<file path="src/rtl/assert_macros.svh">
`ifndef ASSERT_MACROS_SVH
`define ASSERT_MACROS_SVH
// Implication check, sampled on the rising clock edge, off during reset.
`define ASSERT_IMP(lbl, clk, rstn, ante, cons) \
  lbl: assert property (@(posedge clk) disable iff (!rstn) (ante) |-> (cons)) \
    else $error("assertion failed");
// Next-cycle implication check.
`define ASSERT_NXT(lbl, clk, rstn, ante, cons) \
  lbl: assert property (@(posedge clk) disable iff (!rstn) (ante) |=> (cons)) \
    else $error("assertion failed");
`endif

</file>
<file path="src/rtl/lwcc_pkg.sv">
`timescale 1ns / 1ps
package lwcc_pkg;
  localparam int Ways = 16;
  localparam int WayBits = $clog2(Ways);
  localparam int CntBits = WayBits + 1;
  localparam int DataBits = 64;
  localparam int PosBits = 31;
  localparam int QDepth = 2;

  localparam logic [1:0] ReqRead = 2'd0;
  localparam logic [1:0] ReqWrite = 2'd1;
  localparam logic [1:0] ReqFlush = 2'd2;
  localparam logic [1:0] ReqBad = 2'd3;

  localparam logic [1:0] StOk = 2'd0;
  localparam logic [1:0] StMem = 2'd1;
  localparam logic [1:0] StErr = 2'd2;

  localparam logic [0:0] RegEntries = 1'd0;
  localparam logic [0:0] RegWrAround = 1'd1;

  typedef enum logic [1:0] {
    OpErr = 2'd0,
    OpRead = 2'd1,
    OpWrite = 2'd2,
    OpFlush = 2'd3
  } op_e;

  typedef struct packed {
    op_e op;
    logic [PosBits-1:0] position;
    logic [DataBits-1:0] wr_word;
    logic [DataBits-1:0] backing_data;
    logic backing_present;
  } cmd_t;
endpackage

</file>
<file path="src/rtl/lru_writeback_cache_controller_top.sv">
`timescale 1ns / 1ps
// Fully associative 16-way LRU write-back cache controller.
// Command channel: present req_type_i, position_i, wr_word_i, backing_data_i
// and backing_present_i with start_i; the word is taken when start_i is high
// and busy_o is low. A two-entry queue holds words until the back end is free.
// Results come out on done_o for one cycle each; last_o marks the final one.
// The receiver cannot stall; every result must be taken in its cycle.
// Read and write: one result. The back end pops the word with the tag compare
// in the same cycle and updates the cache in the next; the result is on the ports
// in the cycle after that. The back end pops a new word only when idle again,
// so it finishes each word before the next; the queue takes words meanwhile.
// Flush: after the pop, a walk of the 16 age ranks, one per cycle, giving one
// result per dirty entry, most recent first, or one empty result if none is dirty.
// Registers on the APB port: 0x0 entries in use, 0x4 write-around enable.
// Write configuration only while idle. Reset empties the cache and queue.
`include "assert_macros.svh"
module lru_writeback_cache_controller_top (
  input  logic clk_i,
  input  logic rst_ni,
  input  logic start_i,
  output logic busy_o,
  input  logic [1:0] req_type_i,
  input  logic [30:0] position_i,
  input  logic [63:0] wr_word_i,
  input  logic [63:0] backing_data_i,
  input  logic backing_present_i,
  output logic done_o,
  output logic [1:0] status_o,
  output logic [63:0] rd_word_o,
  output logic mem_write_valid_o,
  output logic [30:0] mem_write_position_o,
  output logic [63:0] mem_write_data_o,
  output logic last_o,
  input  logic psel,
  input  logic penable,
  input  logic pwrite,
  input  logic [2:0] paddr,
  input  logic [31:0] pwdata,
  output logic [31:0] prdata,
  output logic pready
);
  import lwcc_pkg::*;
  cmd_t cmd;
  logic cmd_valid, cmd_pop, q_empty, idle;
  logic [4:0] eu;
  logic wa;
  logic [1:0] cnt_q;

  assign pready = 1'b1;
  // queue full test
  always_ff @(posedge clk_i or negedge rst_ni) begin
    if (!rst_ni) cnt_q <= '0;
    else cnt_q <= cnt_q + {1'b0, start_i && !busy_o} - {1'b0, cmd_pop};
  end
  assign busy_o = (cnt_q == 2'(QDepth));

  lwcc_regs u_regs (.clk_i, .rst_ni, .psel, .penable, .pwrite, .paddr, .pwdata, .prdata,
    .entries_used_o(eu), .wr_around_o(wa));
  lwcc_front u_front (.clk_i, .rst_ni, .start_i, .req_type_i, .position_i, .wr_word_i,
    .backing_data_i, .backing_present_i, .busy_i(busy_o), .cmd_o(cmd),
    .cmd_valid_o(cmd_valid), .cmd_pop_i(cmd_pop), .q_empty_o(q_empty));
  lwcc_back u_back (.clk_i, .rst_ni, .cmd_i(cmd), .cmd_valid_i(cmd_valid),
    .cmd_pop_o(cmd_pop), .idle_o(idle), .entries_used_i(eu), .wr_around_i(wa),
    .res_valid_o(done_o), .status_o, .rd_word_o, .mem_write_valid_o,
    .mem_write_position_o, .mem_write_data_o, .last_o);

  `ASSERT_IMP(a_pop_valid, clk_i, rst_ni, cmd_pop, !q_empty)
  `ASSERT_IMP(a_pop_idle, clk_i, rst_ni, cmd_pop, idle)
  `ASSERT_IMP(a_err_clean, clk_i, rst_ni, done_o && status_o == StErr, !mem_write_valid_o)
  `ASSERT_NXT(a_exec_done, clk_i, rst_ni, cmd_pop && cmd.op != OpFlush, !done_o)
endmodule

</file>
<file path="src/rtl/lwcc_front.sv">
`timescale 1ns / 1ps
module lwcc_front (
  input  logic clk_i,
  input  logic rst_ni,
  input  logic start_i,
  input  logic [1:0] req_type_i,
  input  logic [lwcc_pkg::PosBits-1:0] position_i,
  input  logic [lwcc_pkg::DataBits-1:0] wr_word_i,
  input  logic [lwcc_pkg::DataBits-1:0] backing_data_i,
  input  logic backing_present_i,
  input  logic busy_i,
  output lwcc_pkg::cmd_t cmd_o,
  output logic cmd_valid_o,
  input  logic cmd_pop_i,
  output logic q_empty_o
);
  import lwcc_pkg::*;

  cmd_t q_q [QDepth];
  logic [$clog2(QDepth)-1:0] wp_q, rp_q;
  logic [$clog2(QDepth):0] cnt_q;
  cmd_t c;
  logic push;

  always_comb begin
    c.position = position_i;
    c.wr_word = wr_word_i;
    c.backing_data = backing_data_i;
    c.backing_present = backing_present_i;
    case (req_type_i)
      ReqFlush: c.op = OpFlush;
      ReqRead: c.op = (position_i == '0) ? OpErr : OpRead;
      ReqWrite: c.op = (position_i == '0) ? OpErr : OpWrite;
      default: c.op = OpErr;
    endcase
  end

  assign push = start_i && !busy_i;
  assign cmd_valid_o = (cnt_q != '0);
  assign q_empty_o = (cnt_q == '0);
  assign cmd_o = q_q[rp_q];

  always_ff @(posedge clk_i) begin
    if (push) q_q[wp_q] <= c;
  end

  always_ff @(posedge clk_i or negedge rst_ni) begin
    if (!rst_ni) begin
      wp_q <= '0;
      rp_q <= '0;
      cnt_q <= '0;
    end else begin
      if (push) wp_q <= wp_q + 1'b1;
      if (cmd_pop_i) rp_q <= rp_q + 1'b1;
      cnt_q <= cnt_q + {{$clog2(QDepth){1'b0}}, push} - {{$clog2(QDepth){1'b0}}, cmd_pop_i};
    end
  end
endmodule

</file>
<file path="src/rtl/lwcc_back.sv">
`timescale 1ns / 1ps
module lwcc_back (
  input  logic clk_i,
  input  logic rst_ni,
  input  lwcc_pkg::cmd_t cmd_i,
  input  logic cmd_valid_i,
  output logic cmd_pop_o,
  output logic idle_o,
  input  logic [4:0] entries_used_i,
  input  logic wr_around_i,
  output logic res_valid_o,
  output logic [1:0] status_o,
  output logic [lwcc_pkg::DataBits-1:0] rd_word_o,
  output logic mem_write_valid_o,
  output logic [lwcc_pkg::PosBits-1:0] mem_write_position_o,
  output logic [lwcc_pkg::DataBits-1:0] mem_write_data_o,
  output logic last_o
);
  import lwcc_pkg::*;

  localparam logic [1:0] SIdle = 2'd0;
  localparam logic [1:0] SExec = 2'd1;
  localparam logic [1:0] SFlush = 2'd2;

  logic [1:0] st_q, st_d;
  cmd_t cur_q;
  logic [PosBits-1:0] key_q [Ways];
  logic [DataBits-1:0] dat_q [Ways];
  logic [WayBits-1:0] age_q [Ways];
  logic [Ways-1:0] vld_q, dty_q, stl_q;
  logic [CntBits-1:0] occ_q;
  logic hit_q;
  logic [WayBits-1:0] hidx_q;
  logic [WayBits:0] fr_q;
  logic found_q;

  logic [CntBits-1:0] lim;
  logic [Ways-1:0] hv;
  logic hit;
  logic [WayBits-1:0] hidx;
  logic vic_ok, free_ok;
  logic [WayBits-1:0] vic, free;
  logic [Ways-1:0] vm;
  logic [Ways-1:0] fm;
  logic [WayBits-1:0] fidx;
  logic fany;
  logic fmore;

  always_comb begin
    if (entries_used_i == '0) lim = CntBits'(1);
    else if (entries_used_i > 5'(Ways)) lim = CntBits'(Ways);
    else lim = CntBits'(entries_used_i);
  end

  always_comb begin
    hit = 1'b0;
    hidx = '0;
    for (int i = 0; i < Ways; i++) begin
      hv[i] = vld_q[i] && (key_q[i] == cmd_i.position);
    end
    for (int i = Ways - 1; i >= 0; i--) begin
      if (hv[i]) begin
        hit = 1'b1;
        hidx = WayBits'(i);
      end
    end
  end

  // valid ranks are always 0 .. occupancy-1, so the LRU entry holds rank occupancy-1
  always_comb begin
    vic_ok = 1'b0;
    vic = '0;
    free_ok = 1'b0;
    free = '0;
    for (int i = 0; i < Ways; i++) begin
      vm[i] = vld_q[i] && (age_q[i] == WayBits'(occ_q - 1'b1));
    end
    for (int i = Ways - 1; i >= 0; i--) begin
      if (vm[i]) begin
        vic_ok = 1'b1;
        vic = WayBits'(i);
      end
    end
    for (int i = Ways - 1; i >= 0; i--) begin
      if (!vld_q[i]) begin
        free_ok = 1'b1;
        free = WayBits'(i);
      end
    end
  end

  always_comb begin
    fany = 1'b0;
    fidx = '0;
    fmore = 1'b0;
    for (int i = 0; i < Ways; i++) begin
      fm[i] = vld_q[i] && dty_q[i] && (age_q[i] == fr_q[WayBits-1:0]);
      if (vld_q[i] && dty_q[i] && (age_q[i] > fr_q[WayBits-1:0])) fmore = 1'b1;
    end
    for (int i = Ways - 1; i >= 0; i--) begin
      if (fm[i]) begin
        fany = 1'b1;
        fidx = WayBits'(i);
      end
    end
  end

  always_comb begin
    st_d = st_q;
    case (st_q)
      SIdle: if (cmd_valid_i) st_d = (cmd_i.op == OpFlush) ? SFlush : SExec;
      SExec: st_d = SIdle;
      SFlush: if (fr_q == (WayBits+1)'(Ways - 1)) st_d = SIdle;
      default: st_d = SIdle;
    endcase
  end

  assign cmd_pop_o = (st_q == SIdle) && cmd_valid_i;
  assign idle_o = (st_q == SIdle);

  always_ff @(posedge clk_i or negedge rst_ni) begin
    if (!rst_ni) begin
      st_q <= SIdle;
      vld_q <= '0;
      dty_q <= '0;
      stl_q <= '0;
      occ_q <= '0;
      res_valid_o <= 1'b0;
      fr_q <= '0;
      found_q <= 1'b0;
    end else begin
      st_q <= st_d;
      res_valid_o <= 1'b0;
      if (cmd_pop_o) begin
        fr_q <= '0;
        found_q <= 1'b0;
      end
      if (st_q == SFlush) begin
        fr_q <= fr_q + 1'b1;
        if (fany) found_q <= 1'b1;
        if (fany || (fr_q == (WayBits+1)'(Ways - 1) && !found_q)) begin
          res_valid_o <= 1'b1;
          status_o <= StOk;
          rd_word_o <= '0;
          mem_write_valid_o <= fany;
          mem_write_position_o <= fany ? key_q[fidx] : '0;
          mem_write_data_o <= fany ? dat_q[fidx] : '0;
          last_o <= !fmore;
        end
      end
      if (st_q == SExec) begin
        res_valid_o <= 1'b1;
        status_o <= StOk;
        rd_word_o <= '0;
        mem_write_valid_o <= 1'b0;
        mem_write_position_o <= '0;
        mem_write_data_o <= '0;
        last_o <= 1'b1;
        case (cur_q.op)
          OpErr: status_o <= StErr;
          OpRead, OpWrite: begin
            if (cur_q.op == OpWrite && wr_around_i) begin
              mem_write_valid_o <= 1'b1;
              mem_write_position_o <= cur_q.position;
              mem_write_data_o <= cur_q.wr_word;
              if (hit_q) begin
                stl_q[hidx_q] <= 1'b1;
                status_o <= StMem;
              end
            end else if (hit_q) begin
              for (int i = 0; i < Ways; i++) begin
                if (vld_q[i] && age_q[i] < age_q[hidx_q]) age_q[i] <= age_q[i] + 1'b1;
              end
              age_q[hidx_q] <= '0;
              if (cur_q.op == OpWrite) begin
                dat_q[hidx_q] <= cur_q.wr_word;
                dty_q[hidx_q] <= 1'b1;
                stl_q[hidx_q] <= 1'b0;
              end else if (!stl_q[hidx_q]) begin
                rd_word_o <= dat_q[hidx_q];
              end else if (cur_q.backing_present) begin
                dat_q[hidx_q] <= cur_q.backing_data;
                stl_q[hidx_q] <= 1'b0;
                status_o <= StMem;
                rd_word_o <= cur_q.backing_data;
              end else begin
                status_o <= StErr;
              end
            end else if (cur_q.op == OpRead && !cur_q.backing_present) begin
              status_o <= StErr;
            end else begin
              logic [WayBits-1:0] s;
              logic ev;
              ev = (occ_q >= lim) && vic_ok;
              s = ev ? vic : free;
              if (cur_q.op == OpRead) begin
                status_o <= StMem;
                rd_word_o <= cur_q.backing_data;
              end
              if (ev && dty_q[vic]) begin
                mem_write_valid_o <= 1'b1;
                mem_write_position_o <= key_q[vic];
                mem_write_data_o <= dat_q[vic];
              end
              if (ev || free_ok) begin
                for (int i = 0; i < Ways; i++) begin
                  if (vld_q[i] && !(ev && WayBits'(i) == vic)) age_q[i] <= age_q[i] + 1'b1;
                end
                key_q[s] <= cur_q.position;
                dat_q[s] <= (cur_q.op == OpWrite) ? cur_q.wr_word : cur_q.backing_data;
                vld_q[s] <= 1'b1;
                dty_q[s] <= (cur_q.op == OpWrite);
                stl_q[s] <= 1'b0;
                age_q[s] <= '0;
                if (!ev) occ_q <= occ_q + 1'b1;
              end
            end
          end
          default: status_o <= StErr;
        endcase
      end
    end
  end

  always_ff @(posedge clk_i) begin
    if (cmd_pop_o) begin
      cur_q <= cmd_i;
      hit_q <= hit;
      hidx_q <= hidx;
    end
  end
endmodule

</file>
<file path="src/rtl/lwcc_regs.sv">
`timescale 1ns / 1ps
module lwcc_regs (
  input  logic clk_i,
  input  logic rst_ni,
  input  logic psel,
  input  logic penable,
  input  logic pwrite,
  input  logic [2:0] paddr,
  input  logic [31:0] pwdata,
  output logic [31:0] prdata,
  output logic [4:0] entries_used_o,
  output logic wr_around_o
);
  import lwcc_pkg::*;
  logic [0:0] idx;
  assign idx = paddr[2:2];
  always_ff @(posedge clk_i or negedge rst_ni) begin
    if (!rst_ni) begin
      entries_used_o <= 5'd16;
      wr_around_o <= 1'b0;
    end else if (psel && penable && pwrite && paddr[1:0] == 2'b00) begin
      case (idx)
        RegEntries: entries_used_o <= pwdata[4:0];
        RegWrAround: wr_around_o <= pwdata[0];
        default: ;
      endcase
    end
  end
  always_comb begin
    case (idx)
      RegEntries: prdata = {27'd0, entries_used_o};
      RegWrAround: prdata = {31'd0, wr_around_o};
      default: prdata = '0;
    endcase
  end
endmodule

</file>
<file path="config.mk">
export PLATFORM = sky130hd
export DESIGN_NAME = lru_writeback_cache_controller_top
export DESIGN_NICKNAME = d
export VERILOG_FILES = /design/src/rtl/lwcc_pkg.sv /design/src/rtl/lru_writeback_cache_controller_top.sv /design/src/rtl/lwcc_front.sv /design/src/rtl/lwcc_back.sv /design/src/rtl/lwcc_regs.sv
export VERILOG_INCLUDE_DIRS = /design/src /design/src/rtl
export SDC_FILE = /design/constraint.sdc
export NUM_CORES = 2
export LEC_CHECK = 0
export ABC_CLOCK_PERIOD_IN_PS = 20600
export BUFFER_PORTS_ARGS = -buffer_cell sky130_fd_sc_hd__buf_2
export CAP_MARGIN = 0
export CORE_MARGIN = 1
export CORE_UTILIZATION = 36
export CTS_CLUSTER_SIZE = 30
export DETAILED_ROUTE_END_ITERATION = 12
export PLACE_DENSITY = 0.62
export SYNTH_ARGS = -nofsm -noshare
export SYNTH_HDL_FRONTEND = slang
export SYNTH_SLANG_ARGS = --single-unit
</file>
<file path="constraint.sdc">
create_clock -name clk_i -period 20.6 [get_ports clk_i]
set_clock_uncertainty 0.05 [all_clocks]
set_input_delay 3.09 -clock clk_i [delete_from_list [all_inputs] [get_ports clk_i]]
set_output_delay 3.09 -clock clk_i [all_outputs]
set_load 0.005 [all_outputs]
</file>
==> results.sh <==
export IMPL_fin_cells=13800
export IMPL_ctsHoldBuffers=0
export IMPL_drive_gt1_share_pct=17.76
export IMPL_critPathLaunchType="flip-flop"
export IMPL_vias_per_cell=6.838
export IMPL_synth_edf_count=2174
export IMPL_grt_pass1_vias=88960
export IMPL_insertion_delay_ns=0.95
export IMPL_multi_input_area_sq_mm=0.04602
export IMPL_muxShareOfSynthArea_pct=10.06
export IMPL_drc=2
export IMPL_clk_path_buf_depth=4
export IMPL_first_pass_iters=12
export IMPL_worstReg2RegStart="u_back.occ_q[0]$_DFFE_PN0P_"
export IMPL_post_route_util_pct=41.13
export IMPL_overflow=0
export IMPL_synth_compound_area_share_pct=12.80
export IMPL_power_mw=21.36
export IMPL_finalCritPeriodShare_pct=42.87
export IMPL_boundaryPins=401
export IMPL_hold_class="reg -> reg"
export IMPL_gp_congestion=1.045
export IMPL_status="complete, but fails checks"
export IMPL_required_ns=21.09
export IMPL_dieArea_sq_mm=0.3268
export IMPL_num_rows=208
export IMPL_r2r_end="u_back.mem_write_data_o[2]$_DFFE_PP_"
export IMPL_io_buffer_count=345
export IMPL_rr_worst_depth=16
export IMPL_rsz0062_at_grt="no"
export IMPL_powerDensity_mw_per_mm2=161.3
export IMPL_p_leak_nw=42.94
export IMPL_cts_resized=0
export IMPL_hold_end="u_back.occ_q[4]$_DFFE_PN0P_"
export IMPL_antenna_found_initial=61
export IMPL_synthXorXnorAreaFrac_pct=4.983
export IMPL_synth_area_leaders="edfxtp_1 (56%), mux4_2 (6.7%), nand2_1 (3.1%), o22ai_1 (2.7%), xnor2_1 (2.6%)"
export IMPL_seqCellArea_sq_mm=0.06842
export IMPL_synth_top_family_by_area="compound AO/OA/AOI/OAI gates"
export IMPL_synthAdderAreaFrac_pct=1.564
export IMPL_drv_slew=1
export IMPL_tns_ns=0
export IMPL_syn_area_sq_mm=0.1168
export IMPL_ys_seq_area_share_pct=58.56
export IMPL_async_reset_ff_share_pct=3.201
export IMPL_post_drt_wl_per_cell_um=38.16
export IMPL_hold_viol=0
export IMPL_core_sq_mm=0.3219
export IMPL_clock_sinks=2312
export IMPL_die_h_um=571.7
export IMPL_ys_warn_count=0
export IMPL_layout_commonest_cell="edfxtp_1"
export IMPL_grt_max_degree=182
export IMPL_drv_cap=2
export IMPL_synthCells=9084
export IMPL_min_delay_start="u_back.occ_q[4]$_DFFE_PN0P_"
export IMPL_num_vias=94330
export IMPL_fmax_ghz=0.1132
export IMPL_antenna_left=0
export IMPL_initialDrtViolationCount=18700
export IMPL_grt_pass1_wl_um=714200
export IMPL_clk_pin_slew_ns=0.06
export IMPL_final_cell_mix="edfxtp_1 (2174), nand2_1 (945), nor2_1 (552)"
export IMPL_min_period_ns=8.831
export IMPL_end_kind="flip-flop"
export IMPL_post_cts_setup_buffers=0
export IMPL_cts_root_buffer="clkbuf_16"
export IMPL_grt_usage_pct=31.15
export IMPL_synth_simple_area_share_pct=9.180
export IMPL_nets=9581
export IMPL_synth_cell_types=90
export IMPL_cts_tree="done"
export IMPL_setup_violations=0
export IMPL_dp_cells=13270
export IMPL_initial_utilization_pct=36.29
export IMPL_synth_area_per_cell_sq_um=12.86
export IMPL_synth_top_area_share_pct=55.88
export IMPL_whs_path_depth=1
export IMPL_crit_arrival_ns=9.32
export IMPL_vdd_drop_max_mv=0.2815
export IMPL_dpl_hpwl_um=312600
export IMPL_path_class="reg -> reg"
export IMPL_max_slew_margin_pct=-0.4132
export IMPL_cts_max_level=5
export IMPL_routed_wl_um=526400
export IMPL_area_growth_pct=13.34
export IMPL_die_x_um=571.7
export IMPL_cp_startpoint="u_back.occ_q[0]$_DFFE_PN0P_"
export IMPL_yosys_area_top_type="edfxtp_1"
export IMPL_synth_ff_latch_count=2312
export IMPL_cts_buffers=270
export IMPL_synth_ff_type="edfxtp_1"
export IMPL_violations="design-rule violations, max-capacitance violations, max-slew violations"
export IMPL_fillers=29660
export IMPL_worst_pin_slew_ns=1.490
export IMPL_critPathMaxFanout=39
export IMPL_rrSetupSlack_ns=11.77
where the power goes:
part	total (mW)	internal, mW	switching (mW)
registers	7.14	6.51	0.635
logic	9.48	2.77	6.71
clock network	4.73	2.68	2.05
sequential cells by signal (all words and copies together) (netlist names), 4 cells and up:
signal,count
u_back.vld_q,16
u_back.occ_q,5
u_front.q_q,324
u_back.stl_q,16
u_back.fr_q,5
u_back.rd_word_o,64
u_back.dty_q,16
u_back.mem_write_data_o,64
u_back.cur_q,162
u_back.hidx_q,4
u_back.dat_q,1024
u_back.age_q,64
u_regs.entries_used_o,5
u_back.mem_write_position_o,31
u_back.key_q,496
layout make-up:
| cell class | count | area share, % |
|---|---|---|
| well taps | 4305 | 4.068 |
| diodes | 46 | 0.08693 |
| clock inverters | 160 | 1.092 |
| inverters | 90 | 0.2608 |
| multi-input cells | 5979 | 34.75 |
| clock buffers | 324 | 5.342 |
| repair buffers | 579 | 2.727 |
| flip-flops and latches | 2312 | 51.67 |
kinds of logic after synthesis:
family,count (synthesis)
compound gates,2115
xor+xnor,616
buf+inv,819
fa+ha+maj,146
flops,2312
other cells,2
mux,717
simple gates,2357
synthesized netlist by cell type (all sizes together) (66+ instances only):
| cell | instances |
|---|---|
| dfrtp | 73 |
| buf | 184 |
| xnor2 | 353 |
| mux2 | 212 |
| a21oi | 168 |
| a22oi | 66 |
| mux2i | 160 |
| nor3 | 156 |
| nor4 | 142 |
| inv | 90 |
| ha | 146 |
| or3 | 190 |
| o22a | 71 |
| o221ai | 170 |
| clkbuf | 545 |
| a31oi | 353 |
| xor2 | 233 |
| mux4 | 345 |
| o211ai | 70 |
| o311ai | 181 |
| o22ai | 496 |
| nand4 | 104 |
| nand2 | 957 |
| edfxtp | 2174 |
| o21ai | 216 |
| nor2 | 582 |
critical path, stage by stage (launching register included):
cell and delay [ns]:
dfrtp_1 0.32, buf_4 0.37, inv_1 0.13, ha_1 1.02
xnor2_1 0.12, nor4_1 0.45, a22oi_1 0.17, a211oi_1 0.66
a2bb2oi_2 0.60, nand2_8 0.49, nand3_4 0.59, buf_4 1.04
buf_4 0.65, o22ai_1 0.16, a221oi_1 0.33, nand2_1 0.08
o21ai_0 1.14
worst max-delay path by stage:
| stage | slack (ns) | end |
|---|---|---|
| after floorplan | 9.94 | u_front.q_q[0][0]$_DFFE_PP_ |
| after global placement | 12.44 | u_back.mem_write_data_o[2]$_DFFE_PP_ |
| after detailed placement | 12.43 | u_back.mem_write_data_o[2]$_DFFE_PP_ |
| after CTS | 12.44 | u_back.mem_write_data_o[2]$_DFFE_PP_ |
| after global routing | 11.91 | u_back.mem_write_data_o[2]$_DFFE_PP_ |
| final | 11.77 | u_back.mem_write_data_o[2]$_DFFE_PP_ |
stage by stage:
step	hold WS, ns	setup slack (ns)	cell area, sq um
3_5_place_dp	0.4183	12.43	123800
4_1_cts	0.4269	12.44	132300
3_3_place_gp	0.4117	12.44	123800
6_report	0.4221	11.77	132400
5_1_grt	0.4599	11.91	132400
2_1_floorplan	0.3965	9.942	116900
layer usage:
metal  vias to the layer above  track usage (%)  part of all wire [%]
met4                        44            20.73                   8.0
met2                      9341            43.29                    41
met5                         -                0                 0.056
met1                     46400            40.32                    36
met3                      2220            11.58                    16
li1                      36330                -                     -
Power figures use the tool's default switching activity.
